## config.mk

```make
export PLATFORM = sky130hd
export DESIGN_NAME = separator_string_splitter
export DESIGN_NICKNAME = d
export VERILOG_FILES = /design/src/hw/rtl/ssplit_pkg.sv /design/src/hw/rtl/separator_string_splitter.sv /design/src/hw/rtl/ssplit_cell.sv /design/src/hw/rtl/ssplit_fifo.sv
export SDC_FILE = /design/constraint.sdc
export NUM_CORES = 1
export LEC_CHECK = 0
export ABC_CLOCK_PERIOD_IN_PS = 7000
export BUFFER_PORTS_ARGS = -buffer_cell sky130_fd_sc_hd__buf_2
export CORE_ASPECT_RATIO = 2
export CORE_UTILIZATION = 35
export DETAILED_ROUTE_END_ITERATION = 12
export GPL_TIMING_DRIVEN = 0
export SYNTH_ARGS = -nofsm -noshare
export SYNTH_HDL_FRONTEND = slang
export SYNTH_SLANG_ARGS = --single-unit
```

## constraint.sdc

```tcl
create_clock -name clk -period 7 [get_ports clk]
set_clock_uncertainty 0.05 [all_clocks]
set_input_delay 0.35 -clock clk [delete_from_list [all_inputs] [get_ports clk]]
set_output_delay 0.35 -clock clk [all_outputs]
set_load 0.01 [all_outputs]
```

## src/hw/rtl/ssplit_pkg.sv

```systemverilog
// Shared constants and types of the separator string splitter.
package ssplit_pkg;

    // Separator window
    localparam int MAX_SEPARATOR_LEN = 8;
    localparam int SEP_IW            = (MAX_SEPARATOR_LEN > 1) ? $clog2(MAX_SEPARATOR_LEN) : 1;
    localparam int LEN_W             = 4;
    localparam int WINDOW_BYTES      = 8;

    // String positions
    localparam int POS_W                   = 16;
    localparam logic [POS_W-1:0] MAX_STRING_LEN = 16'hFFFF;

    // Result queue
    localparam int FIFO_DEPTH = 4;
    localparam int FIFO_AW    = $clog2(FIFO_DEPTH);

    // Configuration register indexes
    localparam logic [7:0] REG_SEPARATOR_BYTES  = 8'd0;
    localparam logic [7:0] REG_SEPARATOR_LENGTH = 8'd1;
    localparam logic [7:0] REG_LIMIT_ENABLED    = 8'd2;
    localparam logic [7:0] REG_PIECE_LIMIT      = 8'd3;

    // One result item
    typedef struct packed {
        logic [POS_W-1:0] start;
        logic [POS_W-1:0] length;
        logic             last;
        logic             overflow;
    } result_t;

    // Results written into the queue in one cycle
    typedef struct packed {
        logic [1:0] count;
        result_t    first;
        result_t    second;
    } push_t;

endpackage

```

## src/hw/rtl/separator_string_splitter.sv

```systemverilog
// Top level of the separator string splitter.
//
// Input stream: one byte per transaction. s_tdata carries the byte, s_tuser
// flags whether the transaction holds a byte, s_tlast ends the string (after
// the byte, if any). Output stream: one piece per transaction with start and
// length in m_tdata, m_tlast on the final piece of a string and m_tuser set
// when the string ran past the position range.
// The configuration channel writes one register per transaction and is
// always ready; write it only while no string is in flight.
// Throughput: one byte per cycle while s_tready is high. The separator
// compare runs through a row of byte cells in the same cycle the byte is
// accepted, so a result enters the four-entry result queue at the accepting
// edge and shows on m_* after the results ahead of it. An item giving two
// results (split, final piece) leaves as two transactions. s_tready is
// held low while the queue has fewer than two free entries, so a stalled
// receiver fills the queue, then stops the input side; nothing is dropped.
// Reset clears the string state, the queue and loads the register defaults
// (separator comma, length one, no limit).
module separator_string_splitter (
    input  logic        clk,
    input  logic        rst_n,
    input  logic        s_tvalid,
    output logic        s_tready,
    input  logic [7:0]  s_tdata,   // [7:0] byte_value
    input  logic [0:0]  s_tuser,   // [0] has_byte
    input  logic        s_tlast,
    output logic        m_tvalid,
    input  logic        m_tready,
    output logic [31:0] m_tdata,   // [15:0] piece_start, [31:16] piece_length
    output logic [0:0]  m_tuser,   // [0] overflow
    output logic        m_tlast,
    input  logic        cfg_valid,
    output logic        cfg_ready,
    input  logic [7:0]  cfg_index,
    input  logic [63:0] cfg_data
);

    localparam int N = ssplit_pkg::MAX_SEPARATOR_LEN;
    localparam int PW = ssplit_pkg::POS_W;

    // Configuration registers
    logic [63:0]                  sep_bytes_reg;
    logic [ssplit_pkg::LEN_W-1:0] sep_len_reg;
    logic                         limit_en_reg;
    logic [15:0]                  piece_limit_reg;

    // String state
    logic [PW-1:0]                position_reg;
    logic [PW-1:0]                position_next;
    logic [PW-1:0]                cur_start_reg;
    logic [PW-1:0]                cur_start_next;
    logic [ssplit_pkg::LEN_W-1:0] bip_reg;
    logic [ssplit_pkg::LEN_W-1:0] bip_next;
    logic [15:0]                  splits_left_reg;
    logic [15:0]                  splits_left_next;
    logic                         overflow_reg;
    logic                         overflow_next;

    logic                         accept;
    logic                         has_byte;
    logic                         eos;
    logic [ssplit_pkg::LEN_W-1:0] eff_len;
    logic [15:0]                  splits_eff;
    logic                         at_max;
    logic [PW-1:0]                pos_upd;
    logic                         ovf_upd;
    logic [ssplit_pkg::LEN_W-1:0] bip_upd;
    logic                         split;
    logic [PW:0]                  idx1;
    logic [PW:0]                  match_start;
    logic [PW-1:0]                split_len;
    logic [PW-1:0]                split_next;
    logic [PW-1:0]                start_after;
    logic [PW-1:0]                final_len;
    logic                         space_ok;

    ssplit_pkg::result_t          split_res;
    ssplit_pkg::result_t          final_res;
    ssplit_pkg::result_t          out_res;
    ssplit_pkg::push_t            push;

    logic [7:0]                   sep_arr   [N];
    logic [7:0]                   cell_byte [N];
    logic [N:0]                   hit_chain;

    assign accept   = s_tvalid & s_tready;
    assign has_byte = s_tuser[0];
    assign eos      = s_tlast;
    assign s_tready = space_ok;
    assign cfg_ready = 1'b1;

    // Write configuration registers
    always_ff @(posedge clk or negedge rst_n)
    begin
        if (!rst_n)
        begin
            sep_bytes_reg   <= 64'd44;
            sep_len_reg     <= 4'd1;
            limit_en_reg    <= 1'b0;
            piece_limit_reg <= 16'd0;
        end
        else if (cfg_valid)
        begin
            case (cfg_index)
                ssplit_pkg::REG_SEPARATOR_BYTES:  sep_bytes_reg   <= cfg_data;
                ssplit_pkg::REG_SEPARATOR_LENGTH: sep_len_reg     <= cfg_data[3:0];
                ssplit_pkg::REG_LIMIT_ENABLED:    limit_en_reg    <= cfg_data[0];
                ssplit_pkg::REG_PIECE_LIMIT:      piece_limit_reg <= cfg_data[15:0];
                default: ;
            endcase
        end
    end

    // Clamp the separator length into the supported range
    always_comb
    begin
        if (sep_len_reg == '0)
        begin
            eff_len = ssplit_pkg::LEN_W'(1);
        end
        else if (sep_len_reg > ssplit_pkg::LEN_W'(N))
        begin
            eff_len = ssplit_pkg::LEN_W'(N);
        end
        else
        begin
            eff_len = sep_len_reg;
        end
    end

    // Row of window cells, newest byte enters the last cell
    assign hit_chain[0] = 1'b1;

    genvar k;
    generate
        for (k = 0; k < N; k++)
        begin : g_cell
            logic [4:0]                pos_sum;
            logic                      cmp_en;
            logic [ssplit_pkg::SEP_IW-1:0] sep_idx;
            logic [7:0]                in_byte;

            assign sep_arr[k] = sep_bytes_reg[8*k +: 8];
            assign pos_sum    = 5'(k) + {1'b0, eff_len};
            assign cmp_en     = (pos_sum >= 5'(N));
            assign sep_idx    = ssplit_pkg::SEP_IW'(pos_sum - 5'(N));

            if (k == N - 1)
            begin : g_head
                assign in_byte = s_tdata;
            end
            else
            begin : g_body
                assign in_byte = cell_byte[k+1];
            end

            ssplit_cell u_cell (
                .clk      (clk),
                .shift    (accept & has_byte),
                .in_byte  (in_byte),
                .sep_byte (sep_arr[sep_idx]),
                .cmp_en   (cmp_en),
                .hit_in   (hit_chain[k]),
                .byte_q   (cell_byte[k]),
                .hit_out  (hit_chain[k+1])
            );
        end
    endgenerate

    // Split decision and piece arithmetic
    always_comb
    begin
        splits_eff = (position_reg == '0) ? piece_limit_reg : splits_left_reg;
        at_max     = (position_reg == ssplit_pkg::MAX_STRING_LEN);
        pos_upd    = (has_byte && !at_max) ? position_reg + PW'(1) : position_reg;
        ovf_upd    = overflow_reg | (has_byte & at_max);
        if (has_byte && bip_reg < ssplit_pkg::LEN_W'(ssplit_pkg::WINDOW_BYTES))
        begin
            bip_upd = bip_reg + ssplit_pkg::LEN_W'(1);
        end
        else
        begin
            bip_upd = bip_reg;
        end
        split = has_byte & (bip_upd >= eff_len) & hit_chain[N]
                & (~limit_en_reg | (splits_eff != 16'd0));

        idx1        = {1'b0, position_reg} + (PW+1)'(1);
        match_start = idx1 - (PW+1)'(eff_len);
        if (idx1 >= (PW+1)'(eff_len) && match_start >= {1'b0, cur_start_reg})
        begin
            split_len = PW'(match_start - {1'b0, cur_start_reg});
        end
        else
        begin
            split_len = '0;
        end
        split_next  = (idx1 > {1'b0, ssplit_pkg::MAX_STRING_LEN})
                      ? ssplit_pkg::MAX_STRING_LEN : idx1[PW-1:0];
        start_after = split ? split_next : cur_start_reg;
        final_len   = (pos_upd >= start_after) ? pos_upd - start_after : '0;

        split_res.start    = cur_start_reg;
        split_res.length   = split_len;
        split_res.last     = 1'b0;
        split_res.overflow = ovf_upd;
        final_res.start    = start_after;
        final_res.length   = final_len;
        final_res.last     = 1'b1;
        final_res.overflow = ovf_upd;
    end

    // Hand results to the queue
    always_comb
    begin
        push.count  = accept ? (2'(split) + 2'(eos)) : 2'd0;
        push.first  = split ? split_res : final_res;
        push.second = final_res;
    end

    // Advance string state; clear it after the final piece
    always_comb
    begin
        position_next    = position_reg;
        cur_start_next   = cur_start_reg;
        bip_next         = bip_reg;
        splits_left_next = splits_left_reg;
        overflow_next    = overflow_reg;
        if (accept)
        begin
            if (eos)
            begin
                position_next    = '0;
                cur_start_next   = '0;
                bip_next         = '0;
                splits_left_next = '0;
                overflow_next    = 1'b0;
            end
            else if (has_byte)
            begin
                position_next    = pos_upd;
                cur_start_next   = start_after;
                bip_next         = split ? '0 : bip_upd;
                splits_left_next = (split && limit_en_reg) ? splits_eff - 16'd1 : splits_eff;
                overflow_next    = ovf_upd;
            end
        end
    end

    always_ff @(posedge clk or negedge rst_n)
    begin
        if (!rst_n)
        begin
            position_reg    <= '0;
            cur_start_reg   <= '0;
            bip_reg         <= '0;
            splits_left_reg <= '0;
            overflow_reg    <= 1'b0;
        end
        else
        begin
            position_reg    <= position_next;
            cur_start_reg   <= cur_start_next;
            bip_reg         <= bip_next;
            splits_left_reg <= splits_left_next;
            overflow_reg    <= overflow_next;
        end
    end

    ssplit_fifo u_fifo (
        .clk       (clk),
        .rst_n     (rst_n),
        .push      (push),
        .space_ok  (space_ok),
        .out_valid (m_tvalid),
        .out_ready (m_tready),
        .out_data  (out_res)
    );

    assign m_tdata = {out_res.length, out_res.start};
    assign m_tuser = out_res.overflow;
    assign m_tlast = out_res.last;

    // String state is back at rest after an end of string
    a_clear_after_end: assert property (@(posedge clk) disable iff (!rst_n)
        accept && eos |=> position_reg == '0 && splits_left_reg == '0 && !overflow_reg)
        else $error("string state not cleared after end of string");

    // The current piece never starts beyond the bytes received
    a_start_in_range: assert property (@(posedge clk) disable iff (!rst_n)
        cur_start_reg <= position_reg)
        else $error("piece start past position");

    // An end of string always queues a final piece
    a_final_pushed: assert property (@(posedge clk) disable iff (!rst_n)
        accept && eos |-> (push.count == 2'd1 && push.first.last)
                          || (push.count == 2'd2 && push.second.last && !push.first.last))
        else $error("end of string without final piece");

    // Byte count inside a piece saturates at the window size
    a_bip_bound: assert property (@(posedge clk) disable iff (!rst_n)
        bip_reg <= ssplit_pkg::LEN_W'(ssplit_pkg::WINDOW_BYTES))
        else $error("bytes in piece out of range");

endmodule

```

## src/hw/rtl/ssplit_cell.sv

```systemverilog
// One byte cell of the separator match window.
module ssplit_cell (
    input  logic       clk,
    input  logic       shift,
    input  logic [7:0] in_byte,
    input  logic [7:0] sep_byte,
    input  logic       cmp_en,
    input  logic       hit_in,
    output logic [7:0] byte_q,
    output logic       hit_out
);

    logic [7:0] byte_reg;

    // Take the neighbor's byte on each accepted byte
    always_ff @(posedge clk)
    begin
        if (shift)
        begin
            byte_reg <= in_byte;
        end
    end

    assign byte_q = byte_reg;

    // Compare the byte this cell will hold against its separator byte
    assign hit_out = hit_in & (~cmp_en | (in_byte == sep_byte));

endmodule

```

## src/hw/rtl/ssplit_fifo.sv

```systemverilog
// Small result queue that takes up to two results per cycle and returns one.
module ssplit_fifo (
    input  logic                 clk,
    input  logic                 rst_n,
    input  ssplit_pkg::push_t    push,
    output logic                 space_ok,
    output logic                 out_valid,
    input  logic                 out_ready,
    output ssplit_pkg::result_t  out_data
);

    ssplit_pkg::result_t mem_reg [ssplit_pkg::FIFO_DEPTH];

    logic [ssplit_pkg::FIFO_AW-1:0] wptr_reg;
    logic [ssplit_pkg::FIFO_AW-1:0] wptr_next;
    logic [ssplit_pkg::FIFO_AW-1:0] rptr_reg;
    logic [ssplit_pkg::FIFO_AW-1:0] rptr_next;
    logic [ssplit_pkg::FIFO_AW:0]   count_reg;
    logic [ssplit_pkg::FIFO_AW:0]   count_next;
    logic [ssplit_pkg::FIFO_AW-1:0] wptr_second;
    logic                           pop;

    assign out_valid   = (count_reg != '0);
    assign out_data    = mem_reg[rptr_reg];
    assign pop         = out_valid & out_ready;
    assign space_ok    = (count_reg <= (ssplit_pkg::FIFO_AW+1)'(ssplit_pkg::FIFO_DEPTH - 2));
    assign wptr_second = wptr_reg + ssplit_pkg::FIFO_AW'(1);

    // Advance pointers and occupancy
    always_comb
    begin
        wptr_next  = wptr_reg + ssplit_pkg::FIFO_AW'(push.count);
        rptr_next  = pop ? rptr_reg + ssplit_pkg::FIFO_AW'(1) : rptr_reg;
        count_next = count_reg + (ssplit_pkg::FIFO_AW+1)'(push.count)
                     - (ssplit_pkg::FIFO_AW+1)'(pop);
    end

    always_ff @(posedge clk or negedge rst_n)
    begin
        if (!rst_n)
        begin
            wptr_reg  <= '0;
            rptr_reg  <= '0;
            count_reg <= '0;
        end
        else
        begin
            wptr_reg  <= wptr_next;
            rptr_reg  <= rptr_next;
            count_reg <= count_next;
        end
    end

    // Store the results of this cycle
    always_ff @(posedge clk)
    begin
        if (push.count != 2'd0)
        begin
            mem_reg[wptr_reg] <= push.first;
        end
        if (push.count == 2'd2)
        begin
            mem_reg[wptr_second] <= push.second;
        end
    end

endmodule
```

**Yosys cells after proc, flatten, opt, wreduce, memory -nomap -nowiden**

Memory sizes are Yosys's and may differ from the RTL's.
Index checks and enable logic that the tools add are counted.

- Add/sub/neg operators: 28
- Multipliers: 0
- Div/mod/pow operators: 0
- $lt $le $gt $ge: 24
- Equality and inequality tests: 13
- Shift-type cells: 0
- Multiplexer cells: 51
- Bitwise logic cells: 41
- Reduce and logical (&&, ||, !) cells: 17

Operator list:

| cell | number |
|---|---|
| 2-to-1 mux 16 bit | 13 |
| binary-select mux 8 bit (select 3 bit) | 8 |
| 2-to-1 mux 8 bit | 16 |
| == test 8 bit | 8 |
| >= comparator 4 bit, second input constant | 9 |
| >= comparator 5 x 4 -> 1 bit, second input constant | 7 |
| 2-to-1 mux 34 bit | 1 |
| NOT 3 -> 4 bit | 8 |
| subtractor 16 bit | 2 |
| 2-to-1 mux 4 bit | 6 |
| subtractor 3 x 1 -> 3 bit, second input constant | 8 |
| adder 3 x 4 -> 5 bit, first input constant | 4 |
| adder 16 x 1 -> 17 bit, second input constant | 1 |
| >= comparator 17 x 16 -> 1 bit | 1 |
| >= comparator 17 x 4 -> 1 bit | 1 |
| greater-than comparator 17 x 16 -> 1 bit, second input constant | 1 |
| subtractor 17 x 4 -> 17 bit | 1 |
| adder 16 x 1 -> 16 bit, second input constant | 1 |
| == test 16 bit, second input constant | 1 |
| == test 8 x 2 -> 1 bit, second input constant | 2 |
| >= comparator 16 bit | 1 |
| logical NOT 16 bit | 1 |
| nonzero test 16 bit | 1 |
| subtractor 16 x 1 -> 16 bit, second input constant | 1 |
| 26 further kinds | 71 |

- Flip-flop bits (word level): 201
- Latch bits: 0
- RAM bits: 136
- ROM bits: 0
- Input bits: 87
- Output and inout port bits: 37
- Logic and storage cells: 194
- Memories: 1

Memories:

| memory | depth | bits a word | rd ports | clocked after memory_dff | write ports | RTL line | source |
|---|---|---|---|---|---|---|---|
| u_fifo.mem_reg | 4 | 34 | 1 | 0 | 2 | ssplit_fifo.sv:12 | `ssplit_pkg::result_t mem_reg [ssplit_pkg::FIFO_DEPTH];` |

**Longest topological paths before layout**

- Depth after elaboration: 25
- Depth in mapped cells: 36
- Depth with buffers taken out: 30

**Modules after synthesis**

Synthesis repeated with hierarchy kept, for this count alone.

- Cell total of the unflattened synthesis: 1958
- Area total of the unflattened synthesis: 21830.9 µm²

By module, submodules not included:

| module | times used | cells an instance | area each (µm²) |
|---|---|---|---|
| separator_string_splitter | 1 | 1429 | 12160.4 |
| ssplit_fifo | 1 | 369 | 6998.0 |
| ssplit_cell | 8 | 20 | 334.1 |

**Worst setup path before layout**

OpenSTA, ideal clock, no wires.

- Path kind: reg-to-reg
- Start: register sep_len_reg[0] in the netlist's numbering
- End: memory u_fifo.mem_reg[1][10] in the netlist's numbering, data pin
- Arrival time: 6.688 ns
- Data required time: 6.681 ns
- Setup slack: -0.008 ns
- Cell stages (with the launch flop): 37
- Buffers on the path: 8
- Period minus slack after synthesis: 7.008 ns
- Cell sequence: dfstp_2 > buf_6 > o21bai_4 > nand2_8 > inv_4 > buf_8 > buf_8 > ha_1 > buf_2 > buf_2 > clkbuf_1 > mux4_2 > xnor2_1 > nor4_1 > a21oi_1 > nor4_2 > nand3_2 > clkbuf_1 > a21oi_1 > a21oi_1 > inv_1 > ha_1 > inv_1 > fa_1 > a21o_1 > a21oi_1 > o21bai_1 > a21oi_1 > o21ai_0 > nand2_1 > a31oi_1 > o21ai_0 > nand2_1 > a21o_1 > clkbuf_1 > nand2_1 > o22ai_1

RTL lines:

| what | RTL line | source |
|---|---|---|
| start, declared | separator_string_splitter.sv:43 | `logic [ssplit_pkg::LEN_W-1:0] sep_len_reg;` |
| start signal, assigned | separator_string_splitter.sv:106 | `ssplit_pkg::REG_SEPARATOR_LENGTH: sep_len_reg <= cfg_data[3:0];` |
| end, declared | ssplit_fifo.sv:12 |  |

==> flow_metrics.tcl <==
set metrics [dict create \
    synth_xor_area_share_pct 6.78 \
    regArea_sq_mm 0.00936 \
    antenna_found_initial 2 \
    multi_input_comb_area_sq_mm 0.0110 \
    fill_cells 5497 \
    total_leakage_power_nw 9.66 \
    power.density_mw_per_mm2 335 \
    synth_top_area_share_pct 27.3 \
    coreArea_sq_mm 0.0582 \
    synth_top_area_cell "edfxtp_1" \
    synth-seq-cells 337 \
    syn_inst 1745 \
    die_y_microns 346 \
    crit_buf_inv 7 \
    vias 16000 \
    synth_flop_cell "edfxtp_1" \
    outcome "finished, final reports clean" \
    drc_errors 0 \
    place_worst_setup_slack_ns -2.80 \
    pin_count 124 \
    reg2reg_slack_ns 0.18 \
    numCtsBuffers 34 \
    worstPathRequired_ns 7.20 \
    synth-adder-area-share_pct 3.89 \
    gp_congestion 0.984 \
    slowest_delay_ns 0.58 \
    cp.arrival_ns 7.03 \
    drt-total-wl_microns 73600 \
    synth_compound_area_share_pct 12.6 \
    synth_nets 1894 \
    layout-drive-gt1-share_pct 27.0 \
    synth_area_sq_mm 0.0207 \
    vdd_drop_max_v 0.000264 \
    avgSynthCellArea_sq_um 11.9 \
    period_minus_slack_ns 6.82 \
    grt_pass1_wl_microns 108000 \
    max_freq_ghz 0.147 \
    power_mw 8.37 \
    vias_per_cell 5.75 \
    die_x_microns 174 \
    nets 2148 \
    crit_family "compound AO/OA/AOI/OAI gates" \
    synth-simple-area-share_pct 9.59 \
    overflow 0 \
    ctsRootBufferMaster "clkbuf_16" \
    synthTopCellsByArea "edfxtp_1 (27%), dfrtp_1 (17%), mux4_2 (8.9%)" \
    worst_slack_ns 0.177 \
    cp_max_fo 15 \
    async_flop_share_pct 43.0 \
    synthToLayoutAreaGrowth_pct 20.7 \
    cts_tree "done" \
    synth_top_family_by_area "multiplexers" \
    hold_path_depth 2 \
    worstSetupStartpoint "sep_len_reg[3]" \
    post_drt_wl_per_cell_microns 26.4 \
    hold_viol 0 \
    io_buffers 121 \
    worstHoldEndpoint "piece_limit_reg[8]" \
    first_global_vias 17000 \
    yosysMostFrequentCell "edfxtp_1" \
    clkLatencyLatePin_ns 0.56 \
    layoutNonFillerInstCount 2788 \
    clock-sinks 337 \
    first_pass_iters 6 \
    dieArea_sq_mm 0.0601 \
    ant_nets 0 \
    min_period_over_period_pct 97.5 \
    synth_edf_count 188 \
    relSlewSlack_pct 29.9 \
    maxSlewViolCount 0 \
    slowest_stage "xnor2_1" \
    initial_core_util_pct 35.6 \
    cp.depth 27 \
    yosys_warnings 0 \
    dp_cells 2634 \
    endpoint_kind "register" \
    h-tree-depth 2 \
    critical_path_class "reg2reg" \
    setup_viol 0 \
    drv_cap 0 \
    yosysSeqAreaShare_pct 45.2 \
    worstSetupStartpointType "register" \
    num_rows 125 \
    drt_iter0_drc 1112 \
    worstHoldStart "cfg_data[8]" \
    worst_slew_pin_slew_ns 1.04 \
    clockBufferDepth 3 \
    hold_ws_ns 0.0188 \
    ys_types 95 \
    reg2regPathDepth 27 \
    crit-reg2reg-launch "sep_len_reg[3]" \
    largest_reg_flops 136 \
    grt_usage_pct 24.5 \
    synth_commonest_cells "edfxtp_1 (188), dfrtp_1 (141), o22ai_1 (125), nand2_1 (100), xnor2_1 (100)" \
    hold_class "in2reg" \
    placed_area_sq_mm 0.0224 \
    hpwl_microns 57800 \
    grt_start_max_net_pins 82 \
    rr_endpoint "u_fifo.mem_reg[3][13]" \
    muxShareOfSynthArea_pct 18.4 \
    path_clk_slew_ns 0.06 \
    final_cell_area_sq_mm 0.0250 \
]
-- layer usage --
layer / part of all wire [%] / up-vias / global-route usage, %
li1: - / 7234 / -
met3: 3.9 / 248 / 2.94
met2: 54 / 610 / 46.7
met4: 11 / 2 / 23.5
met1: 31 / 7934 / 21.6
met5: 0.018 / - / 0
-- worst max path at each step --
stage / endpoint / slack (ns)
global placement: u_fifo.mem_reg[0][15] / -2.77
finish: u_fifo.mem_reg[3][13] / 0.18
detailed placement: u_fifo.mem_reg[0][15] / -2.80
global route: u_fifo.mem_reg[3][13] / -0.006
floorplan: u_fifo.mem_reg[1][10] / 0.04
CTS: u_fifo.mem_reg[0][17] / 0.01
-- cell usage in the layout (no fill, tap or decap), drive strengths merged, types with 32 or more instances in the layout --
cell type	n
nand2	102
nor3	32
inv	57
buf	201
edfxtp	188
clkbuf	112
dfrtp	141
ha	58
nand3	39
o21ai	63
xnor2	101
mux4	82
o22ai	125
nor2	59
xor2	57
a21oi	76
mux2	93
dlygate4sd3	60
mux2i	91
-- repair_timing --
item / in CTS / in global routing
gates resized for setup: 86 / 56
setup endpoints to repair: 274 / 64
hold endpoints to repair: 121 / 0
cloned: 1 / 1
hold buffers: 60 / 0
setup buffers: 23 / 6
pin swaps: 16 / 20
-- cells by family (layout without fill, tap and decap cells) --
kind of cell	count (synthesis)	after routing
flip-flops	337	337
AO/OA/AOI/OAI	388	388
XOR/XNOR	158	158
other	1	2
adder cells (fa/ha/maj)	62	62
multiplexers	266	266
AND/OR/NAND/NOR	370	370
buffers and inverters	163	443
-- area by class of cell --
class / instances / area share, %
clock buffer: 48 / 3.97
timing repair buffer: 218 / 6.55
clock inverter: 14 / 0.346
buffer: 107 / 2.72
tap: 762 / 3.82
inverter: 56 / 0.917
antenna: 1 / 0.0100
multi-input combinational: 1245 / 44.2
sequential: 337 / 37.5
-- report_power, final --
group / switching [mW] / total, mW / internal (mW)
Sequential: 0.132 / 2.41 / 2.28
Clock: 0.845 / 1.84 / 0.998
Combinational: 2.52 / 4.11 / 1.59
Total: 3.50 / 8.37 / 4.87
-- through the flow --
step                utilization (%)  TNS (ns)
floorplan                         -         0
global placement               38.2   -529.45
detailed placement             38.5   -401.65
CTS                            42.4         0
global route                   42.9  -0.00758
finish                         42.9         0
Note: power is estimated with default switching activity, not from simulation.
